File: src/sv/lodd_pkg.sv
// lodd_pkg: sizes, codes and shared types for the lock-order deadlock detector
// used by lodd_prune and lock_order_deadlock_detector; depends on nothing else
`timescale 1ns / 1ps

package lodd_pkg;

  // block sizes
  localparam int MUTEXES    = 8;
  localparam int THREADS    = 4;
  localparam int HOLD_DEPTH = 8;

  // beat field widths
  localparam int CMD_W    = 1;
  localparam int THREAD_W = 2;
  localparam int MUTEX_W  = 3;
  localparam int STATUS_W = 2;
  localparam int EDGES_W  = 7;

  // derived index and count widths
  localparam int THR_IDX_W = (THREADS > 1) ? $clog2(THREADS) : 1;
  localparam int MUT_IDX_W = $clog2(MUTEXES);
  localparam int DEPTH_W   = (HOLD_DEPTH > 1) ? $clog2(HOLD_DEPTH) : 1;
  localparam int CNT_W     = $clog2(HOLD_DEPTH + 1);
  localparam int ADDR_W    = (THREADS * HOLD_DEPTH > 1) ? $clog2(THREADS * HOLD_DEPTH) : 1;
  localparam int STACK_N   = THREADS * HOLD_DEPTH;
  localparam int LEFT_W    = $clog2(MUTEXES * MUTEXES + 1);

  // command codes
  localparam logic [CMD_W-1:0] CMD_LOCK   = 1'b0;
  localparam logic [CMD_W-1:0] CMD_UNLOCK = 1'b1;

  // result status codes
  localparam logic [STATUS_W-1:0] ST_OK       = 2'd0;
  localparam logic [STATUS_W-1:0] ST_DEADLOCK = 2'd1;
  localparam logic [STATUS_W-1:0] ST_OVERFLOW = 2'd2;
  localparam logic [STATUS_W-1:0] ST_HALTED   = 2'd3;

  // lock-order matrix: row r, bit c means edge r -> c
  typedef logic [MUTEXES-1:0] row_t;
  typedef row_t [MUTEXES-1:0] matrix_t;

  // result of one cycle check
  typedef struct packed {
    logic              done;
    logic [LEFT_W-1:0] left;
  } prune_rsp_t;

  // flat held-stack address of entry idx of thread thr
  function automatic logic [ADDR_W-1:0] stack_addr(input logic [THR_IDX_W-1:0] thr,
                                                   input logic [DEPTH_W-1:0] idx);
    stack_addr = ADDR_W'(ADDR_W'(thr) * ADDR_W'(HOLD_DEPTH) + ADDR_W'(idx));
  endfunction

endpackage

File: src/sv/lodd_prune.sv
// lodd_prune: cycle check on a copy of the lock-order matrix, one vertex a cycle
// strips sources and sinks until a round changes nothing, then counts edges left
// depends on lodd_pkg
`timescale 1ns / 1ps

module lodd_prune import lodd_pkg::*; (
  input  logic       clk_i,
  input  logic       rst_ni,
  input  logic       start_i,
  input  matrix_t    edges_i,
  output prune_rsp_t rsp_o
);

  localparam logic [1:0] P_IDLE  = 2'd0;
  localparam logic [1:0] P_SCAN  = 2'd1;
  localparam logic [1:0] P_COUNT = 2'd2;

  logic [1:0]           state_q, state_d;
  matrix_t              g_q, g_d;
  logic [MUT_IDX_W-1:0] v_q, v_d;
  logic                 changed_q, changed_d;
  logic [LEFT_W-1:0]    sum_q, sum_d;
  logic                 done_q, done_d;
  logic                 has_out, has_in, remove, last_v;
  logic [LEFT_W-1:0]    row_pop;

  // vertex test on the current copy
  always_comb begin
    has_in = 1'b0;
    for (int r = 0; r < MUTEXES; r++) begin
      has_in = has_in | g_q[r][v_q];
    end
    has_out = |g_q[v_q];
    remove  = has_out ^ has_in;
    last_v  = (v_q == MUT_IDX_W'(MUTEXES - 1));
  end

  // edges in the current row
  always_comb begin
    row_pop = '0;
    for (int c = 0; c < MUTEXES; c++) begin
      row_pop = row_pop + LEFT_W'(g_q[v_q][c]);
    end
  end

  // sequencer
  always_comb begin
    state_d   = state_q;
    g_d       = g_q;
    v_d       = v_q;
    changed_d = changed_q;
    sum_d     = sum_q;
    done_d    = 1'b0;
    unique case (state_q)
      P_IDLE: begin
        if (start_i) begin
          g_d       = edges_i;
          v_d       = '0;
          changed_d = 1'b0;
          state_d   = P_SCAN;
        end
      end
      P_SCAN: begin
        if (remove) begin
          g_d[v_q] = '0;
          for (int r = 0; r < MUTEXES; r++) begin
            g_d[r][v_q] = 1'b0;
          end
        end
        if (last_v) begin
          v_d       = '0;
          changed_d = 1'b0;
          if (!(changed_q || remove)) begin
            sum_d   = '0;
            state_d = P_COUNT;
          end
        end else begin
          v_d       = v_q + 1'b1;
          changed_d = changed_q | remove;
        end
      end
      P_COUNT: begin
        sum_d = sum_q + row_pop;
        if (last_v) begin
          done_d  = 1'b1;
          state_d = P_IDLE;
        end else begin
          v_d = v_q + 1'b1;
        end
      end
      default: state_d = P_IDLE;
    endcase
  end

  // control registers
  always_ff @(posedge clk_i or negedge rst_ni) begin
    if (!rst_ni) begin
      state_q <= P_IDLE;
      done_q  <= 1'b0;
    end else begin
      state_q <= state_d;
      done_q  <= done_d;
    end
  end

  // working copy and counters
  always_ff @(posedge clk_i) begin
    g_q       <= g_d;
    v_q       <= v_d;
    changed_q <= changed_d;
    sum_q     <= sum_d;
  end

  assign rsp_o.done = done_q;
  assign rsp_o.left = sum_q;

  // a new check only starts while idle
  a_start_idle: assert property (@(posedge clk_i) disable iff (!rst_ni)
    start_i |-> state_q == P_IDLE)
    else $error("cycle check started while busy");

  // done follows the last counted row
  a_done_after_count: assert property (@(posedge clk_i) disable iff (!rst_ni)
    done_q |-> $past(state_q) == P_COUNT)
    else $error("done without a count pass");

  // the count never exceeds the matrix size
  a_left_bound: assert property (@(posedge clk_i) disable iff (!rst_ni)
    done_q |-> int'(sum_q) <= MUTEXES * MUTEXES)
    else $error("edge count out of range");

endmodule

File: src/sv/lock_order_deadlock_detector.sv
// lock_order_deadlock_detector: lock/unlock events in, one status beat out per event.
// Halted or ignored events go straight to the result; an unlock walks the held stack;
// a lock waits on the one-vertex-a-cycle cycle check.
// One event at a time; the next is taken once this one's result is registered.
// Reset: no order edges, empty held stacks, no deadlock; the held-stack memory is not cleared.
// depends on lodd_pkg and lodd_prune
`timescale 1ns / 1ps

module lock_order_deadlock_detector import lodd_pkg::*; (
  input  logic       clk_i,
  input  logic       rst_ni,
  input  logic       s_axis_tvalid_i,
  output logic       s_axis_tready_o,
  input  logic [7:0] s_axis_tdata_i,   // [1:0] thread_id, [4:2] mutex_id, [7:5] zero
  input  logic [0:0] s_axis_tuser_i,   // [0] command
  output logic       m_axis_tvalid_o,
  input  logic       m_axis_tready_i,
  output logic [15:0] m_axis_tdata_o   // [1:0] status, [8:2] cycle_edges, [15:9] zero
);

  localparam logic [2:0] S_IDLE    = 3'd0;
  localparam logic [2:0] S_LK_RD   = 3'd1;
  localparam logic [2:0] S_LK_UPD  = 3'd2;
  localparam logic [2:0] S_LK_CHK  = 3'd3;
  localparam logic [2:0] S_LK_WAIT = 3'd4;
  localparam logic [2:0] S_UL_RD   = 3'd5;
  localparam logic [2:0] S_UL_CMP  = 3'd6;
  localparam logic [2:0] S_FIN     = 3'd7;

  logic [2:0]          state_q, state_d;
  logic [CMD_W-1:0]    cmd_q;
  logic [THREAD_W-1:0] tid_q;
  logic [MUTEX_W-1:0]  mid_q;
  matrix_t             order_edges_q, order_edges_d;
  logic [CNT_W-1:0]    held_count_q [THREADS];
  logic [CNT_W-1:0]    held_count_d [THREADS];
  logic                deadlock_seen_q, deadlock_seen_d;
  logic [CNT_W-1:0]    idx_q, idx_d;
  logic [CNT_W-1:0]    keep_q, keep_d;
  logic [STATUS_W-1:0] res_status_q, res_status_d;
  logic [EDGES_W-1:0]  res_edges_q, res_edges_d;
  logic                out_valid_q, out_valid_d;
  logic [STATUS_W-1:0] out_status_q;
  logic [EDGES_W-1:0]  out_edges_q;
  logic                in_beat, out_load;
  logic [THREAD_W-1:0] in_tid;
  logic [MUTEX_W-1:0]  in_mid;
  logic [THR_IDX_W-1:0] thr;
  logic [MUT_IDX_W-1:0] mut;
  logic [CNT_W-1:0]    cur_count;
  logic                prune_start;
  prune_rsp_t          prune_rsp;

  // held-stack memory
  logic [MUTEX_W-1:0]  held_stack [STACK_N];
  logic [ADDR_W-1:0]   mem_raddr, mem_waddr;
  logic                mem_we;
  logic [MUTEX_W-1:0]  mem_wdata, mem_rdata_q;

  // beat fields and current thread view
  assign in_tid    = s_axis_tdata_i[THREAD_W-1:0];
  assign in_mid    = s_axis_tdata_i[THREAD_W +: MUTEX_W];
  assign in_beat   = s_axis_tvalid_i & s_axis_tready_o;
  assign thr       = THR_IDX_W'(tid_q);
  assign mut       = MUT_IDX_W'(mid_q);
  assign cur_count = held_count_q[thr];

  assign s_axis_tready_o = (state_q == S_IDLE);
  assign out_load        = (state_q == S_FIN) && (!out_valid_q || m_axis_tready_i);

  // memory port selection
  always_comb begin
    mem_raddr = stack_addr(thr, DEPTH_W'(idx_q));
    mem_we    = 1'b0;
    mem_waddr = stack_addr(thr, DEPTH_W'(cur_count));
    mem_wdata = mid_q;
    unique case (state_q)
      S_LK_RD: mem_raddr = stack_addr(thr, DEPTH_W'(cur_count - CNT_W'(1)));
      S_LK_UPD: mem_we = (cur_count < CNT_W'(HOLD_DEPTH));
      S_UL_CMP: begin
        mem_we    = (mem_rdata_q != mid_q);
        mem_waddr = stack_addr(thr, DEPTH_W'(keep_q));
        mem_wdata = mem_rdata_q;
      end
      default: ;
    endcase
  end

  always_ff @(posedge clk_i) begin
    if (mem_we) begin
      held_stack[mem_waddr] <= mem_wdata;
    end
    mem_rdata_q <= held_stack[mem_raddr];
  end

  // event sequencer
  always_comb begin
    state_d         = state_q;
    order_edges_d   = order_edges_q;
    held_count_d    = held_count_q;
    deadlock_seen_d = deadlock_seen_q;
    idx_d           = idx_q;
    keep_d          = keep_q;
    res_status_d    = res_status_q;
    res_edges_d     = res_edges_q;
    prune_start     = 1'b0;
    unique case (state_q)
      S_IDLE: begin
        if (in_beat) begin
          res_status_d = ST_OK;
          res_edges_d  = '0;
          idx_d        = '0;
          keep_d       = '0;
          priority if (deadlock_seen_q) begin
            res_status_d = ST_HALTED;
            state_d      = S_FIN;
          end else if (int'(in_tid) >= THREADS || int'(in_mid) >= MUTEXES) begin
            state_d = S_FIN;
          end else if (s_axis_tuser_i == CMD_LOCK) begin
            state_d = S_LK_RD;
          end else begin
            state_d = S_UL_RD;
          end
        end
      end
      S_LK_RD: state_d = S_LK_UPD;
      S_LK_UPD: begin
        // edge from the top of the stack, then push if there is room
        if (cur_count != '0 && int'(mem_rdata_q) < MUTEXES) begin
          order_edges_d[MUT_IDX_W'(mem_rdata_q)][mut] = 1'b1;
        end
        if (cur_count < CNT_W'(HOLD_DEPTH)) begin
          held_count_d[thr] = cur_count + 1'b1;
        end else begin
          res_status_d = ST_OVERFLOW;
        end
        state_d = S_LK_CHK;
      end
      S_LK_CHK: begin
        prune_start = 1'b1;
        state_d     = S_LK_WAIT;
      end
      S_LK_WAIT: begin
        if (prune_rsp.done) begin
          if (prune_rsp.left != '0) begin
            deadlock_seen_d = 1'b1;
            res_status_d    = ST_DEADLOCK;
            res_edges_d     = EDGES_W'(prune_rsp.left);
          end
          state_d = S_FIN;
        end
      end
      S_UL_RD: begin
        if (idx_q == cur_count) begin
          held_count_d[thr] = keep_q;
          state_d           = S_FIN;
        end else begin
          state_d = S_UL_CMP;
        end
      end
      S_UL_CMP: begin
        // keep entries that differ from the released mutex, in order
        if (mem_rdata_q != mid_q) begin
          keep_d = keep_q + 1'b1;
        end
        idx_d   = idx_q + 1'b1;
        state_d = S_UL_RD;
      end
      S_FIN: begin
        if (out_load) begin
          state_d = S_IDLE;
        end
      end
      default: state_d = S_IDLE;
    endcase
  end

  // output register hand-off
  always_comb begin
    out_valid_d = out_valid_q;
    if (m_axis_tready_i) begin
      out_valid_d = 1'b0;
    end
    if (out_load) begin
      out_valid_d = 1'b1;
    end
  end

  // control state
  always_ff @(posedge clk_i or negedge rst_ni) begin
    if (!rst_ni) begin
      state_q         <= S_IDLE;
      order_edges_q   <= '0;
      deadlock_seen_q <= 1'b0;
      out_valid_q     <= 1'b0;
      for (int t = 0; t < THREADS; t++) begin
        held_count_q[t] <= '0;
      end
    end else begin
      state_q         <= state_d;
      order_edges_q   <= order_edges_d;
      deadlock_seen_q <= deadlock_seen_d;
      out_valid_q     <= out_valid_d;
      held_count_q    <= held_count_d;
    end
  end

  // payload registers
  always_ff @(posedge clk_i) begin
    if (in_beat) begin
      cmd_q <= s_axis_tuser_i;
      tid_q <= in_tid;
      mid_q <= in_mid;
    end
    idx_q        <= idx_d;
    keep_q       <= keep_d;
    res_status_q <= res_status_d;
    res_edges_q  <= res_edges_d;
    if (out_load) begin
      out_status_q <= res_status_q;
      out_edges_q  <= res_edges_q;
    end
  end

  // cycle check unit
  lodd_prune u_prune (
    .clk_i   (clk_i),
    .rst_ni  (rst_ni),
    .start_i (prune_start),
    .edges_i (order_edges_q),
    .rsp_o   (prune_rsp)
  );

  assign m_axis_tvalid_o = out_valid_q;
  assign m_axis_tdata_o  = {{(16 - STATUS_W - EDGES_W){1'b0}}, out_edges_q, out_status_q};

  // deadlock is sticky
  a_deadlock_sticky: assert property (@(posedge clk_i) disable iff (!rst_ni)
    deadlock_seen_q |=> deadlock_seen_q)
    else $error("deadlock flag cleared");

  // no cycle check once halted, and only for a lock
  a_start_lock_only: assert property (@(posedge clk_i) disable iff (!rst_ni)
    prune_start |-> !deadlock_seen_q && cmd_q == CMD_LOCK)
    else $error("cycle check on a halted block or an unlock");

  // check results arrive only while waiting for them
  a_done_waiting: assert property (@(posedge clk_i) disable iff (!rst_ni)
    prune_rsp.done |-> state_q == S_LK_WAIT)
    else $error("unexpected cycle check result");

  // edge count is nonzero exactly on a deadlock result
  a_edges_status: assert property (@(posedge clk_i) disable iff (!rst_ni)
    out_valid_q |-> ((out_status_q == ST_DEADLOCK) == (out_edges_q != '0)))
    else $error("edge count disagrees with status");

endmodule

File: config.mk
export PLATFORM = sky130hd
export DESIGN_NAME = lock_order_deadlock_detector
export DESIGN_NICKNAME = d
export VERILOG_FILES = /design/src/sv/lodd_pkg.sv /design/src/sv/lodd_prune.sv /design/src/sv/lock_order_deadlock_detector.sv
export SDC_FILE = /design/constraint.sdc
export NUM_CORES = 1
export LEC_CHECK = 0
export ABC_AREA = 1
export ABC_CLOCK_PERIOD_IN_PS = 6700
export BUFFER_PORTS_ARGS = -buffer_cell sky130_fd_sc_hd__buf_2
export CAP_MARGIN = 10
export CORE_MARGIN = 10
export CORE_UTILIZATION = 35
export DETAILED_ROUTE_END_ITERATION = 8
export HOLD_SLACK_MARGIN = 0.1
export SETUP_SLACK_MARGIN = 0.2
export SLEW_MARGIN = 20
export SYNTH_ARGS = -nofsm -noshare
export SYNTH_HDL_FRONTEND = slang
export SYNTH_HIERARCHICAL = 1
export SYNTH_SLANG_ARGS = --single-unit
export TNS_END_PERCENT = 5
File: constraint.sdc
create_clock -name clk_i -period 6.7 [get_ports clk_i]
set_input_delay 0.335 -clock clk_i [delete_from_list [all_inputs] [get_ports clk_i]]
set_output_delay 0.335 -clock clk_i [all_outputs]
set_load 0.1 [all_outputs]
==> flow_metrics.py <==
metrics = {
    "cts": {
        "clock_latency_ns": 0.54,
        "cts_setup_buffers": 0,
        "h-tree-depth": 2,
        "cts_buffer_depth": 3,
        "ctsRootBufferMaster": "clkbuf_16",
        "clk_pin_slew_worst_paths_ns": 0.06,
        "tritoncts": "yes",
        "cts_sinks": 293,
        "numCtsBuffers": 34,
    },
    "placement": {
        "dp_cells": 2200,
        "hpwl_mm": 25.74,
        "place_congestion": 0.8704,
        "port_buffers": 20,
        "pre_cts_ws_ns": 1.922,
    },
    "power_and_ir_drop": {
        "internal-power_w": 0.004846,
        "seqPwrFrac_pct": 35.2,
        "vdd_drop_max_v": 0.0003187,
        "p_per_area_nw_per_um2": 524.1,
        "p_clk_share_pct": 20.3,
        "sw_frac_of_total_pct": 44.06,
        "p_leak_nw": 7.209,
        "combPwrFrac_pct": 44.4,
        "p_switching_w": 0.003817,
    },
    "yosys": {
        "ys.warnings.count": 6,
        "yosysSeqAreaShare_pct": 55.98,
        "synth-edff-count": 202,
        "syn_area_per_cell_um2": 8.802,
        "ys_types": 43,
        "postSynthRegisterBits": 293,
        "synth-main-ff-cell": "edfxtp_1",
        "syn_inst": 1690,
        "netlist_area_um2": 14880,
        "async_flop_share_pct": 30.03,
    },
    "timing": {
        "worst_slew_pin_slew_ns": 1.025,
        "slew_violations": 0,
        "max_freq_ghz": 0.2056,
        "hold_viol_final": 0,
        "rsz0062_at_grt": "false",
        "fin_worst_skew_ns": 0.02886,
        "fin_crit_sh_pct": 72.59,
        "setup_ws_ns": 1.837,
        "fin_tns_setup_ns": 0,
        "fin_crit_ns": 4.863,
        "finalSetupViolations": 0,
        "relSlewSlack_pct": 31.13,
        "hold_ws_ns": 0.1920,
    },
    "global_routing": {
        "grt_pass1_wl_mm": 59.95,
        "track_usage_pct": 14.70,
        "grt_max_degree": 68,
        "grt_pass1_vias": 10974,
        "grt_overflow": 0,
        "antenna_found_initial": 0,
    },
    "die": {
        "core_um2": 41950,
        "rows": 75,
        "num_io_pins": 31,
        "die-width_um": 226.2,
        "die_height_um": 226.2,
        "initial_core_util_pct": 35.46,
        "die_area_um2": 51150,
    },
    "worst_setup_path": {
        "crit_type": "flop to flop",
        "cp_cell_sequence": "buf_4, nor2_1, inv_1, o22ai_1, nor3_1, fa_1, fa_1, inv_1, ha_1, ha_1, inv_1, fa_1, o31ai_1, nand2_1, nor2_1, xnor2_1, nor2_1",
        "cp.required_ns": 6.97,
        "critPathMaxFanout": 54,
        "cp-end-kind": "flop",
        "arrival_ns": 5.13,
        "slowest_stage": "fa_1",
        "cp_slowest_stage_delay_ns": 0.53,
        "cp-start-kind": "flop",
    },
    "detailed_routing": {
        "drc": 0,
        "antenna_left": 0,
        "first_iter_violations": 967,
        "wl_per_cell_um": 16.52,
        "vias": 11363,
        "wl_mm": 37.49,
        "viasPerCell": 5.008,
        "firstDrtPassIters": 5,
    },
    "final_layout": {
        "regArea_um2": 8328,
        "fin_util_pct": 39.40,
        "instances_no_fill": 2269,
        "antenna_cells": 0,
        "final_layout_size_suffix_gt1_share_pct": 7.052,
        "multi_input_area_um2": 5444,
        "area_growth_pct": 11.11,
        "finalNetCount": 1740,
        "fillers": 4173,
    },
    "flow_run": {
        "maxCapViolations": 0,
    },
    "run_status": {
        "outcome": "finished clean",
    },
    "hold_path": {
        "hold_path.class": "primary input to flop",
    },
}
[cells in the mapped netlist (11+ instances only)]
cell,instances,area share (%)
a21oi_1,12,0.40
nor3_1,14,0.47
nand3_1,167,5.6
edfxtp_1,202,41
o21ai_0,67,2.3
nor2_1,125,3.2
o21bai_1,65,3.3
o31ai_1,13,0.66
ha_1,18,1.5
buf_4,21,1.1
clkbuf_1,15,0.38
nand2_2,11,0.46
dfrtp_1,88,15
nand2_1,576,15
nand3b_1,23,1.2
inv_1,180,4.5
buf_2,23,0.77
[final cells by class]
cell class | instances | share of cell area [%]
multi-input cells | 1142 | 32.94
inverters | 191 | 4.391
clock inverters | 8 | 0.3861
clock buffers | 54 | 6.094
repair buffers | 42 | 1.726
flip-flops and latches | 293 | 50.39
well taps | 539 | 4.080
[final timing paths]
check / from / to / slack, ns / depth (start not counted)
worst max register to register: u_prune/v_q[0] / u_prune/sum_q[6] / 1.84 / 17
worst min-delay path: s_axis_tuser_i / state_q[2] / 0.19 / 5
worst max-delay path: u_prune/v_q[0] / u_prune/sum_q[6] / 1.84 / 17
max in group asynchronous: rst_ni / m_axis_tvalid_o / 5.28 / 3
min in group asynchronous: rst_ni / order_edges_q[19] / 0.24 / 2
worst min register to register: res_edges_q[3] / out_edges_q[3] / 0.42 / 0
[cells by family (layout without fill, tap and decap cells)]
| family | after synthesis | in the layout | synth area share (%) |
|---|---|---|---|
| flip-flops | 293 | 293 | 55.98 |
| other | 1 | 7 | 0.02521 |
| AO/OA/AOI/OAI | 176 | 176 | 7.553 |
| buffers and inverters | 261 | 295 | 7.747 |
| adder cells (fa/ha/maj) | 23 | 23 | 2.187 |
| AND/OR/NAND/NOR | 930 | 930 | 26.15 |
| XOR/XNOR | 6 | 6 | 0.3533 |
[power by group through the flow]
stage	clock, W	combinational [W]	sequential [W]
2_1_floorplan	0	0.00285	0.00303
3_3_place_gp	0	0.00379	0.00307
3_5_place_dp	0	0.00384	0.00307
4_1_cts	0.00181	0.00386	0.00304
5_1_grt	0.00189	0.00436	0.00311
6_report	0.00176	0.00385	0.00305
[layer usage]
layer / track usage [%] / part of all wire, % / wire length, µm
met5: 0 / 0 / 0
met4: 4.155 / 1.7 / 655
met3: 2.867 / 5.7 / 2141
met2: 23.07 / 46 / 17110
met1: 20.21 / 47 / 17590
[cell usage in the layout, fill, tap and decap left out, types with 8 or more instances in the layout]
| cell type | netlist | routed |
|---|---|---|
| nand3b_1 | 23 | 23 |
| inv_2 | 7 | 8 |
| inv_1 | 180 | 178 |
| o22ai_1 | 8 | 8 |
| a21oi_1 | 12 | 12 |
| clkbuf_1 | 15 | 13 |
| buf_4 | 21 | 16 |
| nand2_2 | 11 | 11 |
| dfrtp_1 | 88 | 88 |
| o21ai_0 | 67 | 63 |
| nand2_1 | 576 | 576 |
| o21bai_1 | 65 | 65 |
| ha_1 | 18 | 18 |
| nor2_1 | 125 | 125 |
| clkbuf_16 | 0 | 35 |
| edfxtp_1 | 202 | 202 |
| nor3_1 | 14 | 14 |
| o31ai_1 | 13 | 13 |
| nand3_1 | 167 | 167 |
| buf_2 | 23 | 19 |
[state kept, by name (all words and copies together) (netlist names), 3 cells and up]
name           flops
held_stack        96
held_count_q      16
u_prune/g_q       64
u_prune/v_q        3
idx_q              4
order_edges_q     64
mem_rdata_q        3
res_edges_q        7
keep_q             4
u_prune/sum_q      7
state_q            3
mid_q              3
out_edges_q        7
[metrics by stage]
step	instance area (µm²)	total power, W
2_1_floorplan	14900	0.005889
3_3_place_gp	15390	0.006860
3_5_place_dp	15390	0.006918
4_1_cts	16530	0.008717
5_1_grt	16530	0.009356
6_report	16530	0.008662
[critical path: cells and delay by family, from the launching register on]
kind	cells	cell delay, ns
DFF	1	0.39
buffers and inverters	4	0.82
AOI/OAI and AO/OA	2	0.47
xor gates and xnor gates	1	0.14
adders and majority gates	5	1.83
and+or+nand+nor	5	0.92
[repair_timing]
item                                   4_1_cts  5_1_grt
resized for setup                            0        0
hold buffers                                 7        0
endpoints found under the hold margin       29        0
(Power assumes the default switching activity.)
